[src/hdl/pps_pkg.sv]
// Shared types and constants for the preemptive priority scheduler.
// Used by pps_select and preemptive_priority_scheduler; no dependencies.
`timescale 1ns / 1ps
`default_nettype none

package pps_pkg;

  localparam int DEF_MAX_PROCS = 16;
  localparam int ARR_W         = 12;
  localparam int BURST_W       = 12;
  localparam int PRI_W         = 8;
  localparam int TIME_W        = 17;
  localparam int PIDX_W        = 4;

  // One stored process descriptor.
  typedef struct packed {
    logic [ARR_W-1:0]   arr;
    logic [BURST_W-1:0] burst;
    logic [PRI_W-1:0]   pri;
  } pps_desc_t;

  // Control of the selection unit during a scan.
  typedef struct packed {
    logic clr;
    logic en;
  } pps_scan_ctl_t;

  // Running winner of a scan.
  typedef struct packed {
    logic               found;
    logic [ARR_W-1:0]   arr;
    logic [BURST_W-1:0] rem;
  } pps_pick_t;

endpackage

`default_nettype wire

[src/hdl/pps_mem.sv]
// Single write port, single registered read port memory.
// Depends on nothing; instantiated by preemptive_priority_scheduler.
`timescale 1ns / 1ps
`default_nettype none

module pps_mem #(
  parameter int W     = 8,
  parameter int DEPTH = 16,
  localparam int AW   = (DEPTH > 1) ? $clog2(DEPTH) : 1
) (
  input  wire logic          clk,
  input  wire logic          we,
  input  wire logic [AW-1:0] waddr,
  input  wire logic [W-1:0]  wdata,
  input  wire logic [AW-1:0] raddr,
  output logic      [W-1:0]  rdata
);

  logic [W-1:0] mem_r [DEPTH];

  always_ff @(posedge clk) begin
    if (we) begin
      mem_r[waddr] <= wdata;
    end
  end

  always_ff @(posedge clk) begin
    rdata <= mem_r[raddr];
  end

endmodule

`default_nettype wire

[src/hdl/pps_select.sv]
// Compare unit: keeps the ready process with the lowest priority seen so far in a scan.
// Depends on pps_pkg; instantiated by preemptive_priority_scheduler.
`timescale 1ns / 1ps
`default_nettype none

module pps_select #(
  parameter int IDX_W = 4
) (
  input  wire logic                        clk,
  input  wire logic                        rst_n,
  input  wire pps_pkg::pps_scan_ctl_t      ctl,
  input  wire logic [IDX_W-1:0]            idx,
  input  wire logic                        done_bit,
  input  wire pps_pkg::pps_desc_t          desc,
  input  wire logic [pps_pkg::BURST_W-1:0] rem,
  input  wire logic [pps_pkg::TIME_W-1:0]  cur_time,
  output pps_pkg::pps_pick_t               pick,
  output logic [IDX_W-1:0]                 pick_idx
);

  import pps_pkg::*;

  logic               found_r, found_nxt;
  logic [PRI_W-1:0]   best_pri_r, best_pri_nxt;
  logic [ARR_W-1:0]   best_arr_r, best_arr_nxt;
  logic [BURST_W-1:0] best_rem_r, best_rem_nxt;
  logic [IDX_W-1:0]   pick_r, pick_nxt;
  logic               take;

  // Strict less-than keeps the lowest index on equal priority.
  assign take = ctl.en && !done_bit && (TIME_W'(desc.arr) <= cur_time) &&
                (!found_r || (desc.pri < best_pri_r));

  always_comb begin
    found_nxt    = found_r;
    best_pri_nxt = best_pri_r;
    best_arr_nxt = best_arr_r;
    best_rem_nxt = best_rem_r;
    pick_nxt     = pick_r;
    if (ctl.clr) begin
      found_nxt = 1'b0;
    end else if (take) begin
      found_nxt    = 1'b1;
      best_pri_nxt = desc.pri;
      best_arr_nxt = desc.arr;
      best_rem_nxt = rem;
      pick_nxt     = idx;
    end
  end

  always_ff @(posedge clk) begin
    if (!rst_n) begin
      found_r <= 1'b0;
    end else begin
      found_r <= found_nxt;
    end
  end

  always_ff @(posedge clk) begin
    best_pri_r <= best_pri_nxt;
    best_arr_r <= best_arr_nxt;
    best_rem_r <= best_rem_nxt;
    pick_r     <= pick_nxt;
  end

  assign pick.found = found_r;
  assign pick.arr   = best_arr_r;
  assign pick.rem   = best_rem_r;
  assign pick_idx   = pick_r;

endmodule

`default_nettype wire

[src/hdl/preemptive_priority_scheduler.sv]
// Preemptive priority scheduler: loads descriptors, then simulates one time unit per scan.
// Descriptors are accepted only while idle. After the last one, each time unit is a scan:
// a read of each loaded descriptor through the compare unit, one last compare, one update.
// Each result then passes through S_ERD, S_EWAIT and S_EOUT, holding in S_EOUT while the
// output stalls; input is stalled meanwhile. Synchronous active-low reset clears the
// counters, done flags and handshake state; the descriptor memories are not cleared.
`timescale 1ns / 1ps
`default_nettype none

module preemptive_priority_scheduler #(
  parameter int MAX_PROCS = pps_pkg::DEF_MAX_PROCS
) (
  input  wire logic                        clk,
  input  wire logic                        rst_n,
  input  wire logic                        in_valid,
  output logic                             in_stall,
  input  wire logic [pps_pkg::ARR_W-1:0]   in_arrival_time,
  input  wire logic [pps_pkg::BURST_W-1:0] in_burst_time,
  input  wire logic [pps_pkg::PRI_W-1:0]   in_priority_level,
  input  wire logic                        in_last_process,
  output logic                             out_valid,
  input  wire logic                        out_stall,
  output logic [pps_pkg::PIDX_W-1:0]       out_process_index,
  output logic [pps_pkg::TIME_W-1:0]       out_waiting_time,
  output logic [pps_pkg::TIME_W-1:0]       out_turnaround_time,
  output logic                             out_last_result
);

  import pps_pkg::*;

  localparam int IDX_W = (MAX_PROCS > 1) ? $clog2(MAX_PROCS) : 1;
  localparam int CNT_W = $clog2(MAX_PROCS + 1);

  localparam logic [2:0] S_IDLE  = 3'd0;
  localparam logic [2:0] S_SCAN  = 3'd1;
  localparam logic [2:0] S_UPD   = 3'd2;
  localparam logic [2:0] S_ERD   = 3'd3;
  localparam logic [2:0] S_EWAIT = 3'd4;
  localparam logic [2:0] S_EOUT  = 3'd5;

  logic [2:0]           state_r, state_nxt;
  logic [CNT_W-1:0]     loaded_r, loaded_nxt;
  logic [CNT_W-1:0]     finished_r, finished_nxt;
  logic [TIME_W-1:0]    time_r, time_nxt;
  logic [CNT_W-1:0]     scan_idx_r, scan_idx_nxt;
  logic                 cmp_vld_r, cmp_vld_nxt;
  logic [IDX_W-1:0]     cmp_idx_r;
  logic [IDX_W-1:0]     emit_idx_r, emit_idx_nxt;
  logic [MAX_PROCS-1:0] done_r, done_nxt;
  logic                 out_valid_r, out_valid_nxt;
  logic [PIDX_W-1:0]    out_idx_r, out_idx_nxt;
  logic [TIME_W-1:0]    out_wait_r, out_wait_nxt;
  logic [TIME_W-1:0]    out_tat_r, out_tat_nxt;
  logic                 out_last_r, out_last_nxt;

  logic                 in_acc;
  logic [BURST_W-1:0]   load_burst;
  pps_desc_t            desc_wdata, desc_rdata;
  logic                 desc_we;
  logic [IDX_W-1:0]     desc_raddr;
  logic                 rem_we;
  logic [IDX_W-1:0]     rem_waddr;
  logic [BURST_W-1:0]   rem_wdata, rem_rdata, rem_dec;
  logic                 tat_we;
  logic [TIME_W-1:0]    tat_wdata, tat_rdata;
  pps_scan_ctl_t        scan_ctl;
  pps_pick_t            pick;
  logic [IDX_W-1:0]     pick_idx;

  assign in_stall   = (state_r != S_IDLE);
  assign in_acc     = in_valid && !in_stall;
  assign load_burst = (in_burst_time == '0) ? BURST_W'(1) : in_burst_time;

  assign desc_wdata.arr   = in_arrival_time;
  assign desc_wdata.burst = load_burst;
  assign desc_wdata.pri   = in_priority_level;
  assign desc_raddr       = (state_r == S_SCAN) ? scan_idx_r[IDX_W-1:0] : emit_idx_r;

  assign rem_dec   = pick.rem - 1'b1;
  assign tat_wdata = TIME_W'(time_r + 1'b1 - TIME_W'(pick.arr));

  assign scan_ctl.clr = (state_r == S_UPD);
  assign scan_ctl.en  = cmp_vld_r;

  pps_mem #(.W($bits(pps_desc_t)), .DEPTH(MAX_PROCS)) u_desc_mem (
    .clk   (clk),
    .we    (desc_we),
    .waddr (loaded_r[IDX_W-1:0]),
    .wdata (desc_wdata),
    .raddr (desc_raddr),
    .rdata (desc_rdata)
  );

  pps_mem #(.W(BURST_W), .DEPTH(MAX_PROCS)) u_rem_mem (
    .clk   (clk),
    .we    (rem_we),
    .waddr (rem_waddr),
    .wdata (rem_wdata),
    .raddr (scan_idx_r[IDX_W-1:0]),
    .rdata (rem_rdata)
  );

  pps_mem #(.W(TIME_W), .DEPTH(MAX_PROCS)) u_tat_mem (
    .clk   (clk),
    .we    (tat_we),
    .waddr (pick_idx),
    .wdata (tat_wdata),
    .raddr (emit_idx_r),
    .rdata (tat_rdata)
  );

  pps_select #(.IDX_W(IDX_W)) u_select (
    .clk      (clk),
    .rst_n    (rst_n),
    .ctl      (scan_ctl),
    .idx      (cmp_idx_r),
    .done_bit (done_r[cmp_idx_r]),
    .desc     (desc_rdata),
    .rem      (rem_rdata),
    .cur_time (time_r),
    .pick     (pick),
    .pick_idx (pick_idx)
  );

  always_comb begin
    state_nxt     = state_r;
    loaded_nxt    = loaded_r;
    finished_nxt  = finished_r;
    time_nxt      = time_r;
    scan_idx_nxt  = scan_idx_r;
    cmp_vld_nxt   = 1'b0;
    emit_idx_nxt  = emit_idx_r;
    done_nxt      = done_r;
    out_valid_nxt = out_valid_r;
    out_idx_nxt   = out_idx_r;
    out_wait_nxt  = out_wait_r;
    out_tat_nxt   = out_tat_r;
    out_last_nxt  = out_last_r;
    desc_we       = 1'b0;
    rem_we        = 1'b0;
    rem_waddr     = loaded_r[IDX_W-1:0];
    rem_wdata     = load_burst;
    tat_we        = 1'b0;
    unique case (state_r)
      S_IDLE: begin
        if (in_acc) begin
          // A descriptor beyond capacity is dropped, but its last flag still counts.
          if (loaded_r < CNT_W'(MAX_PROCS)) begin
            desc_we    = 1'b1;
            rem_we     = 1'b1;
            loaded_nxt = loaded_r + 1'b1;
          end
          if (in_last_process) begin
            state_nxt    = S_SCAN;
            scan_idx_nxt = '0;
          end
        end
      end
      S_SCAN: begin
        // Reads are issued in the cycle before the compare that uses them.
        if (scan_idx_r == loaded_r) begin
          state_nxt = S_UPD;
        end else begin
          cmp_vld_nxt  = 1'b1;
          scan_idx_nxt = scan_idx_r + 1'b1;
        end
      end
      S_UPD: begin
        if (pick.found) begin
          rem_we    = 1'b1;
          rem_waddr = pick_idx;
          rem_wdata = rem_dec;
          if (rem_dec == '0) begin
            done_nxt[pick_idx] = 1'b1;
            finished_nxt       = finished_r + 1'b1;
            tat_we             = 1'b1;
          end
        end
        time_nxt = time_r + 1'b1;
        if (finished_nxt == loaded_r) begin
          state_nxt    = S_ERD;
          emit_idx_nxt = '0;
        end else begin
          state_nxt    = S_SCAN;
          scan_idx_nxt = '0;
        end
      end
      S_ERD: begin
        state_nxt = S_EWAIT;
      end
      S_EWAIT: begin
        out_valid_nxt = 1'b1;
        out_idx_nxt   = PIDX_W'(emit_idx_r);
        out_tat_nxt   = tat_rdata;
        out_wait_nxt  = tat_rdata - TIME_W'(desc_rdata.burst);
        out_last_nxt  = (emit_idx_r == IDX_W'(loaded_r - 1'b1));
        state_nxt     = S_EOUT;
      end
      S_EOUT: begin
        if (!out_stall) begin
          out_valid_nxt = 1'b0;
          if (out_last_r) begin
            state_nxt    = S_IDLE;
            loaded_nxt   = '0;
            finished_nxt = '0;
            time_nxt     = '0;
            done_nxt     = '0;
          end else begin
            emit_idx_nxt = emit_idx_r + 1'b1;
            state_nxt    = S_ERD;
          end
        end
      end
      default: begin
        state_nxt = S_IDLE;
      end
    endcase
  end

  always_ff @(posedge clk) begin
    if (!rst_n) begin
      state_r     <= S_IDLE;
      loaded_r    <= '0;
      finished_r  <= '0;
      time_r      <= '0;
      scan_idx_r  <= '0;
      cmp_vld_r   <= 1'b0;
      emit_idx_r  <= '0;
      done_r      <= '0;
      out_valid_r <= 1'b0;
    end else begin
      state_r     <= state_nxt;
      loaded_r    <= loaded_nxt;
      finished_r  <= finished_nxt;
      time_r      <= time_nxt;
      scan_idx_r  <= scan_idx_nxt;
      cmp_vld_r   <= cmp_vld_nxt;
      emit_idx_r  <= emit_idx_nxt;
      done_r      <= done_nxt;
      out_valid_r <= out_valid_nxt;
    end
  end

  always_ff @(posedge clk) begin
    cmp_idx_r  <= scan_idx_r[IDX_W-1:0];
    out_idx_r  <= out_idx_nxt;
    out_wait_r <= out_wait_nxt;
    out_tat_r  <= out_tat_nxt;
    out_last_r <= out_last_nxt;
  end

  assign out_valid           = out_valid_r;
  assign out_process_index   = out_idx_r;
  assign out_waiting_time    = out_wait_r;
  assign out_turnaround_time = out_tat_r;
  assign out_last_result     = out_last_r;

`ifndef ASSERT_OFF
  a_fin_le_loaded: assert property (@(posedge clk) disable iff (!rst_n)
    finished_r <= loaded_r)
    else $error("finished count exceeds loaded count");

  a_out_in_emit: assert property (@(posedge clk) disable iff (!rst_n)
    out_valid_r |-> (state_r == S_EOUT))
    else $error("result word shown outside the emit state");

  a_time_step: assert property (@(posedge clk) disable iff (!rst_n)
    (state_r == S_UPD) |=> (time_r == TIME_W'($past(time_r) + 1'b1)))
    else $error("time did not advance by one unit");

  a_pick_live: assert property (@(posedge clk) disable iff (!rst_n)
    ((state_r == S_UPD) && pick.found) |-> (!done_r[pick_idx] && (pick.rem != '0)))
    else $error("finished process selected to run");

  a_emit_range: assert property (@(posedge clk) disable iff (!rst_n)
    (state_r == S_EOUT) |-> (CNT_W'(emit_idx_r) < loaded_r))
    else $error("emitted index beyond loaded count");
`endif

endmodule

`default_nettype wire
[config.mk]
export PLATFORM = sky130hd
export DESIGN_NAME = preemptive_priority_scheduler
export DESIGN_NICKNAME = d
export VERILOG_FILES = /design/src/hdl/pps_pkg.sv /design/src/hdl/pps_mem.sv /design/src/hdl/pps_select.sv /design/src/hdl/preemptive_priority_scheduler.sv
export SDC_FILE = /design/constraint.sdc
export NUM_CORES = 1
export LEC_CHECK = 0
export ABC_AREA = 1
export BUFFER_PORTS_ARGS = -buffer_cell sky130_fd_sc_hd__buf_2
export CORE_UTILIZATION = 63
export CTS_CLUSTER_DIAMETER = 30
export CTS_CLUSTER_SIZE = 12
export DETAILED_ROUTE_END_ITERATION = 8
export PLACE_DENSITY = 0.78
export SLEW_MARGIN = 25
export SYNTH_ARGS = -nofsm -noshare
export SYNTH_HDL_FRONTEND = slang
export SYNTH_SLANG_ARGS = --single-unit
[constraint.sdc]
create_clock -name clk -period 4.4 [get_ports clk]
set_clock_uncertainty 0.2 [all_clocks]
set_input_delay 0.88 -clock clk [delete_from_list [all_inputs] [get_ports clk]]
set_output_delay 0.88 -clock clk [all_outputs]
set_load 0.02 [all_outputs]
==> metrics.md <==
| Metric | Value |
|---|---|
| Syn Inst Count | 3764 |
| H-tree level count | 4 |
| RSZ-0062 raised after global routing | false |
| Power Dens Cells | 647 nW/um^2 |
| CTS Hold Bufs | 0 |
| Setup TNS | 0 ns |
| Largest net degree at the start of global routing | 139 |
| Clock Sinks | 1174 |
| CTS max path bufs | 3 |
| Reg2reg setup slack | 0.38 ns |
| Root Buffer | clkbuf_16 |
| Main combinational cell family by area after synthesis | simple AND/OR/NAND/NOR gates |
| Synth Area in Simple Gates | 10.7% |
| Synth top area cells | edfxtp_1 67%, nor2_1 5.5%, o21ai_0 5.3% |
| Worst r2r dst | u_tat_mem.mem_r[5][13] |
| Worst setup SP type | flip-flop |
| Final Power | 35.8 mW |
| Worst-Skew Late Latency | 0.75 ns |
| Die W | 276 microns |
| Flops & latches, synth | 1174 |
| Initial core utilization | 64.1% |
| Final antenna-violating net count | 0 |
| Worst slew pin tran | 1.16 ns |
| DP Wirelength | 61300 microns |
| Synth-to-Final Area Change | 17.4% |
| Peak VDD IR | 0.000527 V |
| Total GRT Usage | 30.6% |
| Detailed Routing Iterations Pass 1 | 6 |
| Synth top area share | 66.9% |
| Setup crit end kind | flip-flop |
| Grt total ovfl | 0 |
| Worst flop-to-flop path startpoint | time_r[0] |
| Adder-cell share of the synthesized area | 1.52% |
| Relative slew slack | 22.3% |
| Post-CTS Setup Inserts | 0 |
| DRC errors left | 0 |
| Unique cell type count in the Yosys netlist | 48 |
| Share of the yosys chip area belonging to registers | 72.1% |
| FMAX | 0.249 GHz |
| Core ar. | 73600 sq um |
| Critical path data arrival time | 4.27 ns |
| DR iter-0 viols | 3638 |
| Share of layout cells above drive strength 1 | 14.3% |
| Avg Inst Size Synth | 12.5 sq um |
| Maxcap violations | 0 |
| Slew Viols, Final | 0 |
| Total routed wirelength | 115000 microns |
| Yosys warnings | 0 |
| I/O Buffers | 77 |
| Syn nets | 3857 |
| Hold EP | u_select.best_rem_r[1] |
| CP Data Required Time | 4.65 ns |
| WL per Instance | 22.9 microns |
| WHS Path Cells | 0 |
| I/O pins | 78 |
| Vias/cell | 6.26 |
| Gpl congestion | 0.855 |
| Lkg Pwr | 18.9 nW |
| # diodes | 0 |
| Hold Crit Class | flip-flop to flip-flop |
| Vias in the first global route | 30900 |
| FP Rows | 99 |
| Chip Height | 276 microns |
| Final hold vios | 0 |
| Critical path peak fanout | 16 |
| Nets | 3997 |
| Crit path kind | flip-flop to flip-flop |
| XOR/XNOR Fraction of Synth Area | 1.05% |
| FF-to-FF path depth | 14 |
| Core Util, Final | 75.3% |
| Synthesized area | 47200 sq um |
| First-pass GRT wire length | 174000 microns |
| Final worst-path cycle share | 91.3% |
| Placement Setup Slack | 0.187 ns |
| Worst setup margin | 0.384 ns |
| Dominant cell type by area after synthesis | edfxtp_1 |
| Finish-stage setup viols | 0 |
| Clock transition at the registers of the reported paths | 0.05 ns |
| Post-synthesis compound-gate area fraction | 10.5% |
| Die area | 76000 sq um |
| Min-delay src | u_rem_mem.rdata[1] |
| Status | completed |
| Post-synthesis mux area share | 1.04% |
| TritonCTS buffer count | 176 |
| Initial antenna violation count | 5 |
| Period minus WS final | 4.02 ns |
| TritonCTS clock tree | yes |
| DR vias | 31400 |
worst max-delay path, cell delays in order, from the launching register on:
cell	delay, ns
dfxtp_1	0.43
ha_1	0.23
nand3_1	0.14
nor3_2	0.20
xor2_1	0.12
ha_1	0.38
nand4_1	0.11
o21ai_0	0.30
a21oi_1	0.12
o21bai_1	0.22
a21oi_1	0.09
o21ai_0	0.36
nand2_1	0.14
nand2_1	0.14
xor2_2	0.55
kinds of logic after synthesis:
| kind of cell | count (synthesis) |
|---|---|
| and+or+nand+nor | 1210 |
| DFF | 1174 |
| AOI/OAI and AO/OA | 843 |
| buffers and inverters | 377 |
| adders and majority gates | 56 |
| xor gates and xnor gates | 55 |
| muxes | 49 |
power by group:
group | leakage, nW | switching [mW] | internal (mW) | total [mW]
clock | 2.98 | 5.23 | 9.15 | 14.4
sequential | 10.5 | 0.489 | 13.2 | 13.7
combinational | 5.44 | 5.53 | 2.26 | 7.79
total | 18.9 | 11.2 | 24.6 | 35.8
synth_stat cells, drive strengths merged:
cell type,count
a21boi,4
a211oi,6
nand3,105
xnor3,1
fa,2
nand2,286
nor4,4
clkinv,3
o32ai,20
dfxtp,123
o22ai,32
o21ai,527
a311oi,1
xnor2,15
buf,31
o221ai,131
o211ai,33
clkbuf,190
edfxtp,1051
or4,1
a21oi,83
nor3,89
inv,153
a21o,1
nand3b,3
a22oi,2
nand4,24
ha,54
o21bai,2
mux2i,49
xor2,39
nor2,697
a41o,1
or2,1
metal layers:
layer	up-vias	track usage (%)	routed length [microns]
met5	-	0	32
met4	6	14.5	4530
met3	335	5.82	11100
met2	1753	49.2	55900
met1	15200	40.4	43400
li1	14100	-	-
through the flow:
step / cells / hold WS [ns] / area, sq um
2_1_floorplan: 3764 / 0.176 / 47200
3_3_place_gp: 4685 / 0.186 / 49100
3_5_place_dp: 4685 / 0.189 / 49100
4_1_cts: 5014 / 0.198 / 55300
5_1_grt: 5014 / 0.209 / 55400
6_report: 5014 / 0.191 / 55400
registers in the layout, indices dropped and copies added, names as in the netlist, 3 cells and up:
| name | flops |
|---|---|
| time_r | 17 |
| u_select.pick_idx | 4 |
| u_desc_mem.mem_r | 512 |
| emit_idx_r | 4 |
| finished_r | 5 |
| u_tat_mem.rdata | 17 |
| u_select.best_rem_r | 12 |
| state_r | 3 |
| done_r | 16 |
| out_waiting_time | 17 |
| out_turnaround_time | 17 |
| u_desc_mem.rdata | 32 |
| scan_idx_r | 5 |
| u_select.best_pri_r | 8 |
| loaded_r | 5 |
| u_rem_mem.mem_r | 192 |
| out_process_index | 4 |
| u_rem_mem.rdata | 12 |
| u_tat_mem.mem_r | 272 |
| cmp_idx_r | 4 |
| u_select.best_arr_r | 12 |
layout make-up:
class / count / area (sq um)
clock buffers: 193 / 4560
clock inverters: 136 / 1640
fillers: 4307 / 18200
inverters: 156 / 593
multi-input cells: 2213 / 12000
flip-flops and latches: 1174 / 34000
well taps: 959 / 1200
repair buffers: 183 / 1320
cells in the final DEF, fill, tap and decap left out, types with 69 or more instances in the layout:
master        n
o221ai_1    131
inv_1       149
nor2_1      668
clkbuf_16   178
o21ai_0     498
buf_2        77
edfxtp_1   1051
buf_4        94
dfxtp_1     119
nand3_1     103
nor3_1       69
nand2_1     268
a21oi_1      82
worst max-delay path by stage:
stage          slack (ns)                 endpoint  startpoint
6_report             0.38   u_tat_mem.mem_r[5][13]   time_r[0]
5_1_grt              0.15  u_tat_mem.mem_r[12][13]   time_r[0]
4_1_cts              0.17   u_tat_mem.mem_r[5][13]   time_r[0]
3_5_place_dp         0.19  u_tat_mem.mem_r[12][13]   time_r[0]
3_3_place_gp         0.28  u_tat_mem.mem_r[12][13]   time_r[0]
2_1_floorplan        0.70   u_select.best_arr_r[0]   time_r[4]
timing repair:
| action | CTS | global route |
|---|---|---|
| endpoints found under the setup margin | 0 | 24 |
| resized for setup | 0 | 2 |
| hold endpoints to repair | 0 | 0 |
Note: power is estimated with default switching activity, not from simulation.
